**src/design/stft_pkg.sv**
```systemverilog
// Package for the STFT spectrogram engine: sizes, codes, control/status
// structs and the twiddle table. No dependencies.
`default_nettype none
package stft_pkg;

    localparam int DFT_POINTS = 64;
    localparam int RING_DEPTH = 64;
    localparam int RING_AW    = $clog2(RING_DEPTH);
    localparam int TW_STRIDE  = 64 / DFT_POINTS;
    localparam int NUM_BINS   = DFT_POINTS / 2 + 1;
    localparam int LEN_W      = $clog2(DFT_POINTS) + 1;
    localparam int IDX_W      = $clog2(DFT_POINTS);
    localparam int K_W        = $clog2(NUM_BINS);
    localparam int ACC_W      = 40;
    localparam int OUT_W      = 23;

    localparam logic CMD_SAMPLE = 1'b0;
    localparam logic CMD_WINDOW = 1'b1;

    localparam logic [1:0] REG_FRAME_LENGTH  = 2'd0;
    localparam logic [1:0] REG_HOP           = 2'd1;
    localparam logic [1:0] REG_WINDOW_ENABLE = 2'd2;

    typedef enum logic [2:0] {
        ST_IDLE  = 3'b001,
        ST_RUN   = 3'b010,
        ST_DRAIN = 3'b100
    } ctl_state_t;

    typedef struct packed {
        logic             issue;
        logic [IDX_W-1:0] i;
        logic [K_W-1:0]   k;
        logic             clear_acc;
        logic             load_out;
        logic             last;
    } ctl_cmd_t;

    typedef struct packed {
        logic             frame_go;
        logic             pipe_empty;
        logic             out_busy;
        logic [LEN_W-1:0] len;
    } dp_status_t;

    function automatic logic signed [15:0] quarter_cos(input logic [4:0] m);
        logic signed [15:0] r;
        unique case (m)
            5'd0:  r = 16'sd32767;
            5'd1:  r = 16'sd32609;
            5'd2:  r = 16'sd32137;
            5'd3:  r = 16'sd31356;
            5'd4:  r = 16'sd30273;
            5'd5:  r = 16'sd28898;
            5'd6:  r = 16'sd27245;
            5'd7:  r = 16'sd25329;
            5'd8:  r = 16'sd23170;
            5'd9:  r = 16'sd20787;
            5'd10: r = 16'sd18204;
            5'd11: r = 16'sd15446;
            5'd12: r = 16'sd12539;
            5'd13: r = 16'sd9512;
            5'd14: r = 16'sd6393;
            5'd15: r = 16'sd3212;
            default: r = 16'sd0;
        endcase
        return r;
    endfunction

    function automatic logic signed [15:0] cos_tw(input logic [5:0] m);
        logic signed [15:0] r;
        if (m <= 6'd16)
            r = quarter_cos(m[4:0]);
        else if (m <= 6'd32)
            r = -quarter_cos(5'(6'd32 - m));
        else if (m <= 6'd48)
            r = -quarter_cos(5'(m - 6'd32));
        else
            r = quarter_cos(5'(7'd64 - {1'b0, m}));
        return r;
    endfunction

    function automatic logic signed [15:0] sin_tw(input logic [5:0] m);
        return cos_tw(6'(m + 6'd48));
    endfunction

endpackage
`default_nettype wire

```
**src/design/stft_if.sv**
```systemverilog
// Streaming channel interfaces (input items and result items).
// No dependencies.
`default_nettype none
interface stft_in_if;
    logic                valid;
    logic                ready;
    logic                command;
    logic signed [15:0]  sample;
    logic                new_signal;
    logic [5:0]          coeff_index;
    logic signed [15:0]  coeff_value;
    modport source (output valid, command, sample, new_signal, coeff_index, coeff_value,
                    input ready);
    modport sink (input valid, command, sample, new_signal, coeff_index, coeff_value,
                  output ready);
endinterface

interface stft_out_if;
    logic                valid;
    logic                ready;
    logic [15:0]         frame_index;
    logic [5:0]          bin_index;
    logic signed [22:0]  real_part;
    logic signed [22:0]  imag_part;
    logic                last_bin;
    modport source (output valid, frame_index, bin_index, real_part, imag_part, last_bin,
                    input ready);
    modport sink (input valid, frame_index, bin_index, real_part, imag_part, last_bin,
                  output ready);
endinterface
`default_nettype wire

```
**src/design/stft_ctrl.sv**
```systemverilog
// Sequencer: walks sample index i and bin k for each frame.
// Depends on stft_pkg.
`default_nettype none
module stft_ctrl (
    input  wire logic                clk,
    input  wire logic                rst_n,
    input  wire stft_pkg::dp_status_t status,
    output stft_pkg::ctl_cmd_t       cmd,
    output logic                     in_ready
);
    import stft_pkg::*;

    ctl_state_t       state_reg, state_next;
    logic [IDX_W-1:0] i_reg, i_next;
    logic [K_W-1:0]   k_reg, k_next;

    always_comb begin
        state_next    = state_reg;
        i_next        = i_reg;
        k_next        = k_reg;
        cmd.issue     = 1'b0;
        cmd.i         = i_reg;
        cmd.k         = k_reg;
        cmd.clear_acc = 1'b0;
        cmd.load_out  = 1'b0;
        cmd.last      = (k_reg == K_W'(NUM_BINS - 1));
        in_ready      = 1'b0;
        unique case (state_reg)
            ST_IDLE:
            begin
                in_ready = !status.frame_go;
                if (status.frame_go)
                begin
                    cmd.clear_acc = 1'b1;
                    i_next        = '0;
                    k_next        = '0;
                    state_next    = ST_RUN;
                end
            end
            ST_RUN:
            begin
                cmd.issue = 1'b1;
                if ({1'b0, i_reg} == status.len - LEN_W'(1))
                    state_next = ST_DRAIN;
                else
                    i_next = i_reg + IDX_W'(1);
            end
            ST_DRAIN:
            begin
                if (status.pipe_empty && !status.out_busy)
                begin
                    cmd.load_out = 1'b1;
                    if (cmd.last)
                        state_next = ST_IDLE;
                    else
                    begin
                        cmd.clear_acc = 1'b1;
                        k_next        = k_reg + K_W'(1);
                        i_next        = '0;
                        state_next    = ST_RUN;
                    end
                end
            end
            default: state_next = ST_IDLE;
        endcase
    end

    always_ff @(posedge clk or negedge rst_n)
    begin
        if (!rst_n)
        begin
            state_reg <= ST_IDLE;
            i_reg     <= '0;
            k_reg     <= '0;
        end
        else
        begin
            state_reg <= state_next;
            i_reg     <= i_next;
            k_reg     <= k_next;
        end
    end

endmodule
`default_nettype wire

```
**src/design/stft_dp.sv**
```systemverilog
// Datapath: framing counters, sample ring and window memories, windowing
// and complex MAC pipeline, result register. Depends on stft_pkg.
`default_nettype none
module stft_dp (
    input  wire logic                 clk,
    input  wire logic                 rst_n,
    input  wire logic                 in_accept,
    input  wire logic                 command,
    input  wire logic signed [15:0]   sample,
    input  wire logic                 new_signal,
    input  wire logic [5:0]           coeff_index,
    input  wire logic signed [15:0]   coeff_value,
    input  wire logic [6:0]           frame_length,
    input  wire logic [7:0]           hop,
    input  wire logic                 window_enable,
    input  wire stft_pkg::ctl_cmd_t   cmd,
    output stft_pkg::dp_status_t      status,
    output logic                      out_valid,
    input  wire logic                 out_ready,
    output logic [15:0]               frame_index,
    output logic [5:0]                bin_index,
    output logic signed [22:0]        real_part,
    output logic signed [22:0]        imag_part,
    output logic                      last_bin
);
    import stft_pkg::*;

    logic signed [15:0] ring_mem [RING_DEPTH];
    logic signed [15:0] win_mem  [RING_DEPTH];

    logic [RING_AW-1:0] ptr_reg;
    logic [6:0]         seen_reg;
    logic [7:0]         hc_reg;
    logic [15:0]        fc_reg;
    logic [RING_AW-1:0] start_reg;
    logic               go_reg;

    logic [LEN_W-1:0]   len_eff;
    logic [7:0]         hop_eff;
    logic [6:0]         seen_base, seen_n;
    logic [7:0]         hc_base, hc_n;
    logic [RING_AW-1:0] ptr_n;
    logic               trig;

    always_comb
    begin
        if (frame_length == 7'd0)
            len_eff = LEN_W'(1);
        else if (frame_length > 7'(DFT_POINTS))
            len_eff = LEN_W'(DFT_POINTS);
        else
            len_eff = LEN_W'(frame_length);
        hop_eff   = (hop == 8'd0) ? 8'd1 : hop;
        seen_base = new_signal ? 7'd0 : seen_reg;
        hc_base   = new_signal ? 8'd0 : hc_reg;
        seen_n    = (seen_base < 7'd127) ? seen_base + 7'd1 : seen_base;
        hc_n      = (hc_base != 8'd0) ? hc_base - 8'd1 : hc_base;
        ptr_n     = ptr_reg + RING_AW'(1);
        trig      = ({1'b0, seen_n} >= 8'(len_eff)) && (hc_n == 8'd0);
    end

    always_ff @(posedge clk or negedge rst_n)
    begin
        if (!rst_n)
        begin
            ptr_reg  <= '0;
            seen_reg <= '0;
            hc_reg   <= '0;
            fc_reg   <= '0;
            go_reg   <= 1'b0;
        end
        else
        begin
            go_reg <= 1'b0;
            if (in_accept && command == CMD_SAMPLE)
            begin
                ptr_reg  <= ptr_n;
                seen_reg <= seen_n;
                hc_reg   <= trig ? hop_eff : hc_n;
                go_reg   <= trig;
                if (new_signal)
                    fc_reg <= '0;
            end
            else if (cmd.load_out && cmd.last)
                fc_reg <= fc_reg + 16'd1;
        end
    end

    always_ff @(posedge clk)
    begin
        if (in_accept && command == CMD_SAMPLE && trig)
            start_reg <= ptr_n - RING_AW'(len_eff);
    end

    // memories: one write, one registered read
    logic signed [15:0] ring_q, win_q;
    logic [RING_AW-1:0] ring_addr;
    assign ring_addr = start_reg + RING_AW'(cmd.i);

    always_ff @(posedge clk)
    begin
        if (in_accept && command == CMD_SAMPLE)
            ring_mem[ptr_reg] <= sample;
        if (in_accept && command == CMD_WINDOW)
            win_mem[coeff_index] <= coeff_value;
        if (cmd.issue)
        begin
            ring_q <= ring_mem[ring_addr];
            win_q  <= win_mem[RING_AW'(cmd.i)];
        end
    end

    // MAC pipeline: read -> window product -> round/twiddle -> products -> accumulate
    logic               v1_reg, v2_reg, v3_reg, v4_reg;
    logic [5:0]         m1_reg, m2_reg;
    logic signed [31:0] wprod_reg;
    logic signed [15:0] raw2_reg;
    logic signed [16:0] x3_reg;
    logic signed [15:0] cos3_reg, sin3_reg;
    logic signed [32:0] pre_reg, pim_reg;
    logic signed [ACC_W-1:0] acc_re_reg, acc_im_reg;
    logic [5:0]         m_idx;
    logic signed [32:0] wrnd;
    logic signed [16:0] x_win;

    assign m_idx = 6'(int'(cmd.k) * int'(cmd.i) * TW_STRIDE);

    always_comb
    begin
        wrnd = (33'(wprod_reg) + 33'sd16384) >>> 15;
        if (wrnd > 33'sd32767)
            x_win = 17'sd32767;
        else if (wrnd < -33'sd32768)
            x_win = -17'sd32768;
        else
            x_win = 17'(wrnd);
    end

    always_ff @(posedge clk or negedge rst_n)
    begin
        if (!rst_n)
        begin
            v1_reg <= 1'b0;
            v2_reg <= 1'b0;
            v3_reg <= 1'b0;
            v4_reg <= 1'b0;
        end
        else
        begin
            v1_reg <= cmd.issue;
            v2_reg <= v1_reg;
            v3_reg <= v2_reg;
            v4_reg <= v3_reg;
        end
    end

    always_ff @(posedge clk)
    begin
        m1_reg    <= m_idx;
        m2_reg    <= m1_reg;
        wprod_reg <= ring_q * win_q;
        raw2_reg  <= ring_q;
        x3_reg    <= window_enable ? x_win : 17'(raw2_reg);
        cos3_reg  <= cos_tw(m2_reg);
        sin3_reg  <= sin_tw(m2_reg);
        pre_reg   <= x3_reg * cos3_reg;
        pim_reg   <= x3_reg * sin3_reg;
        if (cmd.clear_acc)
        begin
            acc_re_reg <= '0;
            acc_im_reg <= '0;
        end
        else if (v4_reg)
        begin
            acc_re_reg <= acc_re_reg + ACC_W'(pre_reg);
            acc_im_reg <= acc_im_reg - ACC_W'(pim_reg);
        end
    end

    // result register
    logic signed [ACC_W-1:0] rre, rim;
    logic signed [OUT_W-1:0] sre, sim;
    logic                    ov_reg;

    function automatic logic signed [OUT_W-1:0] sat_out(input logic signed [ACC_W-1:0] v);
        logic signed [OUT_W-1:0] r;
        if (v > ACC_W'(4194303))
            r = OUT_W'(4194303);
        else if (v < -ACC_W'(4194304))
            r = OUT_W'(-4194304);
        else
            r = OUT_W'(v);
        return r;
    endfunction

    always_comb
    begin
        rre = (acc_re_reg + ACC_W'(16384)) >>> 15;
        rim = (acc_im_reg + ACC_W'(16384)) >>> 15;
        sre = sat_out(rre);
        sim = sat_out(rim);
    end

    always_ff @(posedge clk or negedge rst_n)
    begin
        if (!rst_n)
            ov_reg <= 1'b0;
        else if (cmd.load_out)
            ov_reg <= 1'b1;
        else if (out_ready)
            ov_reg <= 1'b0;
    end

    always_ff @(posedge clk)
    begin
        if (cmd.load_out)
        begin
            frame_index <= fc_reg;
            bin_index   <= 6'(cmd.k);
            real_part   <= sre;
            imag_part   <= sim;
            last_bin    <= cmd.last;
        end
    end

    assign out_valid         = ov_reg;
    assign status.frame_go   = go_reg;
    assign status.pipe_empty = !(v1_reg || v2_reg || v3_reg || v4_reg);
    assign status.out_busy   = ov_reg;
    assign status.len        = len_eff;

endmodule
`default_nettype wire

```
**src/design/stft_spectrogram_engine.sv**
```systemverilog
// STFT spectrogram engine top level: APB config registers, sequencer and
// datapath. Depends on stft_pkg, stft_if, stft_ctrl, stft_dp.
//
// Samples (command 0) and window writes (command 1) arrive on in_ch. A sample
// that completes a frame starts a direct DFT of the latest frame_length samples,
// windowed when window_enable is set, and DFT_POINTS/2+1 bins leave on out_ch,
// bin 0 first, last_bin on the final one. One shared complex multiply-
// accumulate unit takes one sample per cycle, and each bin waits for the
// pipeline to drain and for the result register to be free; in_ch is not
// ready while a frame is in progress. Results are bit exact with single final
// rounding per bin.
`default_nettype none
module stft_spectrogram_engine (
    input  wire logic         clk,
    input  wire logic         rst_n,
    stft_in_if.sink           in_ch,
    stft_out_if.source        out_ch,
    input  wire logic         psel,
    input  wire logic         penable,
    input  wire logic         pwrite,
    input  wire logic [3:0]   paddr,
    input  wire logic [31:0]  pwdata,
    output logic [31:0]       prdata,
    output logic              pready
);
    import stft_pkg::*;

    logic [6:0] frame_length_reg;
    logic [7:0] hop_reg;
    logic       window_enable_reg;
    logic [1:0] reg_idx;

    assign reg_idx = paddr[3:2];
    assign pready  = 1'b1;

    always_ff @(posedge clk or negedge rst_n)
    begin
        if (!rst_n)
        begin
            frame_length_reg  <= 7'd64;
            hop_reg           <= 8'd32;
            window_enable_reg <= 1'b0;
        end
        else if (psel && penable && pwrite)
        begin
            unique case (reg_idx)
                REG_FRAME_LENGTH:  frame_length_reg  <= pwdata[6:0];
                REG_HOP:           hop_reg           <= pwdata[7:0];
                REG_WINDOW_ENABLE: window_enable_reg <= pwdata[0];
                default: ;
            endcase
        end
    end

    always_comb
    begin
        unique case (reg_idx)
            REG_FRAME_LENGTH:  prdata = {25'd0, frame_length_reg};
            REG_HOP:           prdata = {24'd0, hop_reg};
            REG_WINDOW_ENABLE: prdata = {31'd0, window_enable_reg};
            default:           prdata = 32'd0;
        endcase
    end

    ctl_cmd_t   cmd;
    dp_status_t status;
    logic       in_ready;

    assign in_ch.ready = in_ready;

    stft_ctrl u_ctrl (
        .clk      (clk),
        .rst_n    (rst_n),
        .status   (status),
        .cmd      (cmd),
        .in_ready (in_ready)
    );

    stft_dp u_dp (
        .clk           (clk),
        .rst_n         (rst_n),
        .in_accept     (in_ch.valid && in_ready),
        .command       (in_ch.command),
        .sample        (in_ch.sample),
        .new_signal    (in_ch.new_signal),
        .coeff_index   (in_ch.coeff_index),
        .coeff_value   (in_ch.coeff_value),
        .frame_length  (frame_length_reg),
        .hop           (hop_reg),
        .window_enable (window_enable_reg),
        .cmd           (cmd),
        .status        (status),
        .out_valid     (out_ch.valid),
        .out_ready     (out_ch.ready),
        .frame_index   (out_ch.frame_index),
        .bin_index     (out_ch.bin_index),
        .real_part     (out_ch.real_part),
        .imag_part     (out_ch.imag_part),
        .last_bin      (out_ch.last_bin)
    );

endmodule
`default_nettype wire

```
**src/flat_wrapper.sv**
```systemverilog
// flat-port wrapper written by rule: the top's interface ports become plain ports
module stft_spectrogram_engine_flat import stft_pkg::*;
  (clk, rst_n, psel, penable, pwrite, paddr, pwdata, prdata, pready, in_ch_valid, in_ch_command, in_ch_sample, in_ch_new_signal, in_ch_coeff_index, in_ch_coeff_value, in_ch_ready, out_ch_valid, out_ch_frame_index, out_ch_bin_index, out_ch_real_part, out_ch_imag_part, out_ch_last_bin, out_ch_ready);
  stft_in_if in_ch_i ();
  stft_out_if out_ch_i ();
  input  wire logic clk;
  input  wire logic rst_n;
  input  wire logic psel;
  input  wire logic penable;
  input  wire logic pwrite;
  input  wire logic [3:0] paddr;
  input  wire logic [31:0] pwdata;
  output logic [31:0] prdata;
  output logic pready;
  input wire logic [$bits(in_ch_i.valid)-1:0] in_ch_valid;
  input wire logic [$bits(in_ch_i.command)-1:0] in_ch_command;
  input wire logic [$bits(in_ch_i.sample)-1:0] in_ch_sample;
  input wire logic [$bits(in_ch_i.new_signal)-1:0] in_ch_new_signal;
  input wire logic [$bits(in_ch_i.coeff_index)-1:0] in_ch_coeff_index;
  input wire logic [$bits(in_ch_i.coeff_value)-1:0] in_ch_coeff_value;
  output wire logic [$bits(in_ch_i.ready)-1:0] in_ch_ready;
  output wire logic [$bits(out_ch_i.valid)-1:0] out_ch_valid;
  output wire logic [$bits(out_ch_i.frame_index)-1:0] out_ch_frame_index;
  output wire logic [$bits(out_ch_i.bin_index)-1:0] out_ch_bin_index;
  output wire logic [$bits(out_ch_i.real_part)-1:0] out_ch_real_part;
  output wire logic [$bits(out_ch_i.imag_part)-1:0] out_ch_imag_part;
  output wire logic [$bits(out_ch_i.last_bin)-1:0] out_ch_last_bin;
  input wire logic [$bits(out_ch_i.ready)-1:0] out_ch_ready;
  assign in_ch_i.valid = in_ch_valid;
  assign in_ch_i.command = in_ch_command;
  assign in_ch_i.sample = in_ch_sample;
  assign in_ch_i.new_signal = in_ch_new_signal;
  assign in_ch_i.coeff_index = in_ch_coeff_index;
  assign in_ch_i.coeff_value = in_ch_coeff_value;
  assign in_ch_ready = in_ch_i.ready;
  assign out_ch_valid = out_ch_i.valid;
  assign out_ch_frame_index = out_ch_i.frame_index;
  assign out_ch_bin_index = out_ch_i.bin_index;
  assign out_ch_real_part = out_ch_i.real_part;
  assign out_ch_imag_part = out_ch_i.imag_part;
  assign out_ch_last_bin = out_ch_i.last_bin;
  assign out_ch_i.ready = out_ch_ready;
  stft_spectrogram_engine u_core (.clk(clk), .rst_n(rst_n), .in_ch(in_ch_i), .out_ch(out_ch_i), .psel(psel), .penable(penable), .pwrite(pwrite), .paddr(paddr), .pwdata(pwdata), .prdata(prdata), .pready(pready));
endmodule
```
**config.mk**
```make
export PLATFORM = sky130hd
export DESIGN_NAME = stft_spectrogram_engine_flat
export DESIGN_NICKNAME = d
export VERILOG_FILES = /design/src/design/stft_pkg.sv /design/src/design/stft_if.sv /design/src/design/stft_ctrl.sv /design/src/design/stft_dp.sv /design/src/design/stft_spectrogram_engine.sv /design/src/flat_wrapper.sv
export SDC_FILE = /design/constraint.sdc
export NUM_CORES = 2
export LEC_CHECK = 0
export BUFFER_PORTS_ARGS = -buffer_cell sky130_fd_sc_hd__buf_2
export CORE_ASPECT_RATIO = 2
export CORE_MARGIN = 4
export CORE_UTILIZATION = 64
export CTS_CLUSTER_SIZE = 14
export DETAILED_ROUTE_END_ITERATION = 6
export GPL_ROUTABILITY_DRIVEN = 0
export GPL_TIMING_DRIVEN = 0
export PLACE_DENSITY_LB_ADDON = 0.25
export SYNTH_ARGS = -nofsm -noshare
export SYNTH_HDL_FRONTEND = slang
export SYNTH_HIERARCHICAL = 1
export SYNTH_SLANG_ARGS = --single-unit
```
**constraint.sdc**
```tcl
create_clock -name clk -period 6.95 [get_ports clk]
set_clock_uncertainty 0.1 [all_clocks]
set_input_delay 2.085 -clock clk [delete_from_list [all_inputs] [get_ports clk]]
set_output_delay 2.085 -clock clk [all_outputs]
set_load 0.005 [all_outputs]
```
# After elaboration in Yosys (flattened, before gate mapping)
# Memory sizes are Yosys's and may differ from the RTL's. A register that Yosys moved wholly into a read port is not among the register bits.
# Cells that the tools add are included.
[word_totals]
inputBits = 83
register_bits = 404
word_cells = 200
mem_bits_ro = 1920
ramBits = 2048
memories = 10
out_inout_bits = 104
[mem_list]
columns = ["memory", "words", "width", "rd", "rd_clocked_by_memory_dff", "write_ports", "line", "text"]
rows = [
  ["u_core.u_dp.ring_mem", 64, 16, 1, 1, 1, "stft_dp.sv:28", "logic signed [15:0] ring_mem [RING_DEPTH];"],
  ["u_core.u_dp.win_mem", 64, 16, 1, 1, 1, "stft_dp.sv:29", "logic signed [15:0] win_mem [RING_DEPTH];"],
  ["(no name shown)", 16, 15, 1, 1, 0, "stft_pkg.sv:48", "unique case (m)"],
  ["(no name shown)", 16, 15, 1, 0, 0, "stft_pkg.sv:48", ""],
  ["(no name shown)", 16, 15, 1, 0, 0, "stft_pkg.sv:48", ""],
  ["(no name shown)", 16, 15, 1, 0, 0, "stft_pkg.sv:48", ""],
  ["+4 memories", "--", "--", "--", "--", "--", "--", ""],
]
[op_classes]
n_addsub = 25
multipliers = 4
muxes = 68
bitwise_logic = 1
magnitude_cmp = 15
reduce_logical = 31
n_eq_ne = 13
[ops]
columns = ["cell", "count"]
rows = [
  ["$mux 16", 27],
  ["$add 40x16->40 const B", 2],
  ["$mul 17x16->33", 2],
  ["$neg 16->16", 4],
  ["$mux 17", 3],
  ["$gt 25x23->1 const B", 2],
  ["$lt 25x23->1 const B", 2],
  ["$mux 23", 2],
  ["$add 40x33->40", 1],
  ["$sub 40x33->40", 1],
  ["$mux 6", 6],
  ["$add 32x16->33 const B", 1],
  ["$mul 16x16->32", 1],
  ["$mux 8", 4],
  ["$mux 7", 4],
  ["$le 6x6->1 const B", 4],
  ["$pmux 8 s3", 1],
  ["$sub 1x5->5 const A", 4],
  ["$add 6x1->6 const B", 3],
  ["$gt 18x16->1 const B", 1],
  ["$lt 18x16->1 const B", 1],
  ["$pmux 6 s3", 1],
  ["$add 16x1->16 const B", 1],
  ["$logic_not 8->1", 2],
  ["other kinds (39)", 77],
]

# Longest topological paths before layout
# An unclocked memory read counts as a cell.
[logic_depth]
depth_word = 11
mapped_depth = 25

# By module
# Netlist, hierarchy kept.
[modules_own_cells]
columns = ["module", "area_each_um2", "cells_each", "seq_area_each_um2", "n_inst"]
rows = [
  ["stft_dp", 129734.4, 8789, 70913.0, 1],
  ["stft_ctrl", 1017.2, 112, 376.6, 1],
  ["stft_spectrogram_engine", 963.4, 82, 402.9, 1],
]

# Least setup slack after synthesis
# Ideal clock, no wire load.
[synth_timing]
path_type = "reg-to-reg"
start = "reg u_core.u_dp.win_q[7], read port of u_core.u_dp.win_mem"
end = "reg u_core.u_dp.wprod_reg[31]"
path_slack_ns = 0.691
arrival_time_ns = 6.087
setup_time_ns = 0.072
synth_period_minus_slack_ns = 6.259
stages_incl_launch_ff = 25
path_cell_list = "edfxtp_1 clkbuf_1 nand2_1 fa_1 inv_1 fa_1 inv_1 fa_1 inv_1 fa_1 fa_1 inv_1 fa_1 inv_1 ha_1 a211oi_1 nand3_1 nor3_1 o21ai_0 nor3b_1 a221oi_2 o211a_1 o21ai_1 o41ai_1 xnor2_1"
[synth_between]
elab_chain_cells = 1
[synth_lines]
columns = ["element", "line", "text"]
rows = [
  ["start: declaration", "stft_dp.sv:96", "logic signed [15:0] ring_q, win_q;"],
  ["$mul 16x16->32", "stft_dp.sv:161", "wprod_reg <= ring_q * win_q;"],
  ["end signal: assignment", "stft_dp.sv:161", ""],
  ["end: declaration", "stft_dp.sv:116", "logic signed [31:0] wprod_reg;"],
]
# No other way between the ends.
# A chain may end at the register's enable or synchronous reset.

# Final worst setup path
[layout_timing]
start = "reg u_core.u_dp.sin3_reg[1]"
end = "reg u_core.u_dp.pim_reg[26]"
[layout_between]
elab_chain_cells = 1
[layout_lines]
columns = ["element", "line", "text"]
rows = [
  ["start: declaration", "stft_dp.sv:119", "logic signed [15:0] cos3_reg, sin3_reg;"],
  ["start signal: assignment", "stft_dp.sv:165", "sin3_reg <= sin_tw(m2_reg);"],
  ["$mul 17x16->33", "stft_dp.sv:167", "pim_reg <= x3_reg * sin3_reg;"],
  ["end signal: assignment", "stft_dp.sv:167", ""],
  ["end: declaration", "stft_dp.sv:120", "logic signed [32:0] pre_reg, pim_reg;"],
]
# No other way between the ends.

==> results.cfg <==
[outcome]
status = complete, but fails checks
violations = design-rule violations, negative setup slack

[synth]
synthArstFlopShare = 0.0298
synth_top_cell_area_share = 0.491
synth.area.top_cells = edfxtp_1, fa_1, mux4_2, dfxtp_1, ha_1
yosysSeqAreaShare = 0.544
synth_cell_types = 101
synth-main-ff-cell = edfxtp_1
synth_edf_count = 2155
synth_area_sq_um = 132000
syn_inst = 8983
synth_top_area_cell = edfxtp_1
ys_ff_latch = 2485
synth_warnings = 6
synth.avg_cell_area_sq_um = 14.7

[sta]
setup_ws_ps = -84.5
finalSetupViolations = 3
whs_ps = 225
drv_slew = 0
fin_tns_setup_ps = -150
hold_violations = 0
fmax_mhz = 142
rsz0062_at_grt = true
fin_crit_sh = 1.01
tightest_slew_ps = 1470
relSlewSlack = 0.0184
finalCriticalPeriod_ps = 7030

[placement]
place_area_sq_um = 137000
portBuffers = 132
place_hpwl_um = 285000
dp_cells = 11900
post-place-ws_ps = -1560

[routing]
dr_wl_met2_um = 211000
antenna_left = 0
dr_wl_met3_um = 32900
wl_met1_um = 107000
drc = 12
viasPerCell = 6.72
vias = 82900
topRoutingLayerUsed = met5
drtIter0Drc = 8655
dr.pass1.iters = 7
wl_um = 409000
wl_per_cell_um = 33.1

[power]
p_switching_mw = 28.7
p_seq_frac = 0.257
p_comb_frac = 0.577
power_frac_clock = 0.166
switching_share = 0.418
max-vdd-ir-drop_mv = 2.72
power_mw = 68.6
p_int_mw = 39.9
power_density_nw_per_um2 = 474
p_leak_nw = 53.7

[cells_and_area]
n_fill_cell = 12800
drive_gt1_frac = 0.167
nets = 10800
stdcell_area_sq_um = 145000
largestRegisters = u_core/u_dp/ring_mem (1024), u_core/u_dp/win_mem (1024)
area_growth_pct = 9.87
layout_common_cells = edfxtp_1, inv_1, fa_1, mux4_2, nand2_1
final_core_util = 0.706
final_common_cell = edfxtp_1
finalNonFillerCells = 12300

[die]
die_w_um = 329
io_pins = 187
rows = 235
start_util = 0.643
core_sq_um = 205000
dieArea_sq_um = 214000
die_h_um = 650

[clock_network]
cts_tree = done
h-tree-depth = 4
cts.root.buffer_cell = clkbuf_16
insertion_delay_ps = 900
path_clk_slew_ps = 70
postCtsHoldBufs = 0
cts.sinks = 2485
cts_buffers = 218
clockBufferDepth = 4

[global_route]
grt_antenna_before_repair = 51
grt_max_degree = 75
grt_overflow_total = 0
grt_pass1_wl_um = 591000
grt_use_total = 0.389
grt_pass1_vias = 88300

[setup_path]
cp-start-kind = register
cp.arrival_ps = 7650
setup.worst_path.end_class = register
reg2reg_depth = 19
critPathKind = reg2reg
crit_required_ps = 7570
critPathMaxFanout = 10

[min_path]
hold_path_class = reg2reg
whs_path_depth = 0

[flow_run]
drv_cap = 0
## routing by layer
layer / track usage / vias to the layer above
li1: - / 33100
met1: 0.354 / 41500
met2: 0.671 / 5993
met3: 0.0856 / 2398
met4: 0.425 / 24
met5: 0.000229 / -
## final timing paths
path	from	end	slack, ps
setup reg to reg	u_core/u_dp/sin3_reg[1]$_DFF_P_	u_core/u_dp/pim_reg[26]$_DFF_P_	-80
min in group asynchronous	rst_n	u_core/u_dp/fc_reg[14]$_DFFE_PN0P_	910
setup / recovery	u_core/u_dp/sin3_reg[1]$_DFF_P_	u_core/u_dp/pim_reg[26]$_DFF_P_	-80
max in group asynchronous	rst_n	u_core/u_ctrl/state_reg[0]$_DFFE_PN1P_	5190
hold / removal	u_core/u_dp/m1_reg[4]$_DFF_P_	u_core/u_dp/m2_reg[4]$_DFF_P_	230
hold reg to reg	u_core/u_dp/m1_reg[4]$_DFF_P_	u_core/u_dp/m2_reg[4]$_DFF_P_	230
## cells in the mapped netlist, types with 26 or more instances
cell type / number
fa_1: 822
xor2_1: 100
and3_1: 43
clkbuf_1: 305
a31oi_1: 32
a21o_1: 101
xnor2_1: 182
edfxtp_1: 2155
nor2_1: 434
and2_1: 401
nand3_1: 107
inv_1: 1024
mux4_2: 658
a211oi_1: 48
dfrtp_1: 71
o21ai_0: 203
nand2b_1: 54
buf_1: 66
nand2_1: 646
dfxtp_1: 256
nor2b_1: 53
ha_1: 386
a21oi_1: 268
nor3_1: 46
mux2i_1: 73
buf_4: 29
o21a_1: 27
o211ai_1: 26
## worst max-delay path: stages (launching register included)
cell and delay, ps:
dfxtp_4 460, buf_4 220, nand2_1 100, inv_1 150, fa_2 560, fa_1 560
inv_2 40, fa_1 470, fa_2 710, fa_1 490, fa_2 660, inv_1 100
ha_4 300, nand3_1 120, or3_4 410, o22a_1 230, o31ai_4 90, o221ai_2 180
o21ai_2 250, xor2_1 710
## logic make-up (layout without fill, tap and decap cells)
| logic type | count (synthesis) | in the layout | synth area share |
|---|---|---|---|
| buffers and inverters | 1446 | 2025 | 0.0422 |
| other | 2 | 62 | 0.0000570 |
| multiplexers | 751 | 751 | 0.120 |
| adder cells (fa/ha/maj) | 1208 | 1208 | 0.162 |
| AO/OA/AOI/OAI | 884 | 884 | 0.0422 |
| flip-flops | 2485 | 2485 | 0.544 |
| XOR/XNOR | 285 | 285 | 0.0192 |
| AND/OR/NAND/NOR | 1922 | 1922 | 0.0706 |
## cell type report
class	count	area, sq um	share of cell area
antenna	37	92.6	0.000640
buffer	409	2040	0.0141
clock buffer	293	5900	0.0408
clock inverter	41	385	0.00266
inverter	1029	3860	0.0267
multi-input combinational	5075	55200	0.381
sequential	2485	71800	0.496
tap	2725	3410	0.0236
timing repair buffer	253	2070	0.0143
## timing repair
| action | 4_1_cts | 5_1_grt |
|---|---|---|
| setup endpoints to repair | 37 | 28 |
| resized for setup | 165 | 239 |
| pin swaps | 6 | 25 |
| buffers inserted | 21 | 35 |
## power groups by stage
stage / registers (mW) / clock network, mW / logic (mW)
after floorplan: 17.7 / 0 / 29.3
after global placement: 17.9 / 0 / 35.1
after detailed placement: 17.9 / 0 / 36.2
after CTS: 17.6 / 11.5 / 38.4
after global routing: 17.6 / 12.1 / 43.4
final: 17.7 / 11.4 / 39.6
(Power assumes the default switching activity.)
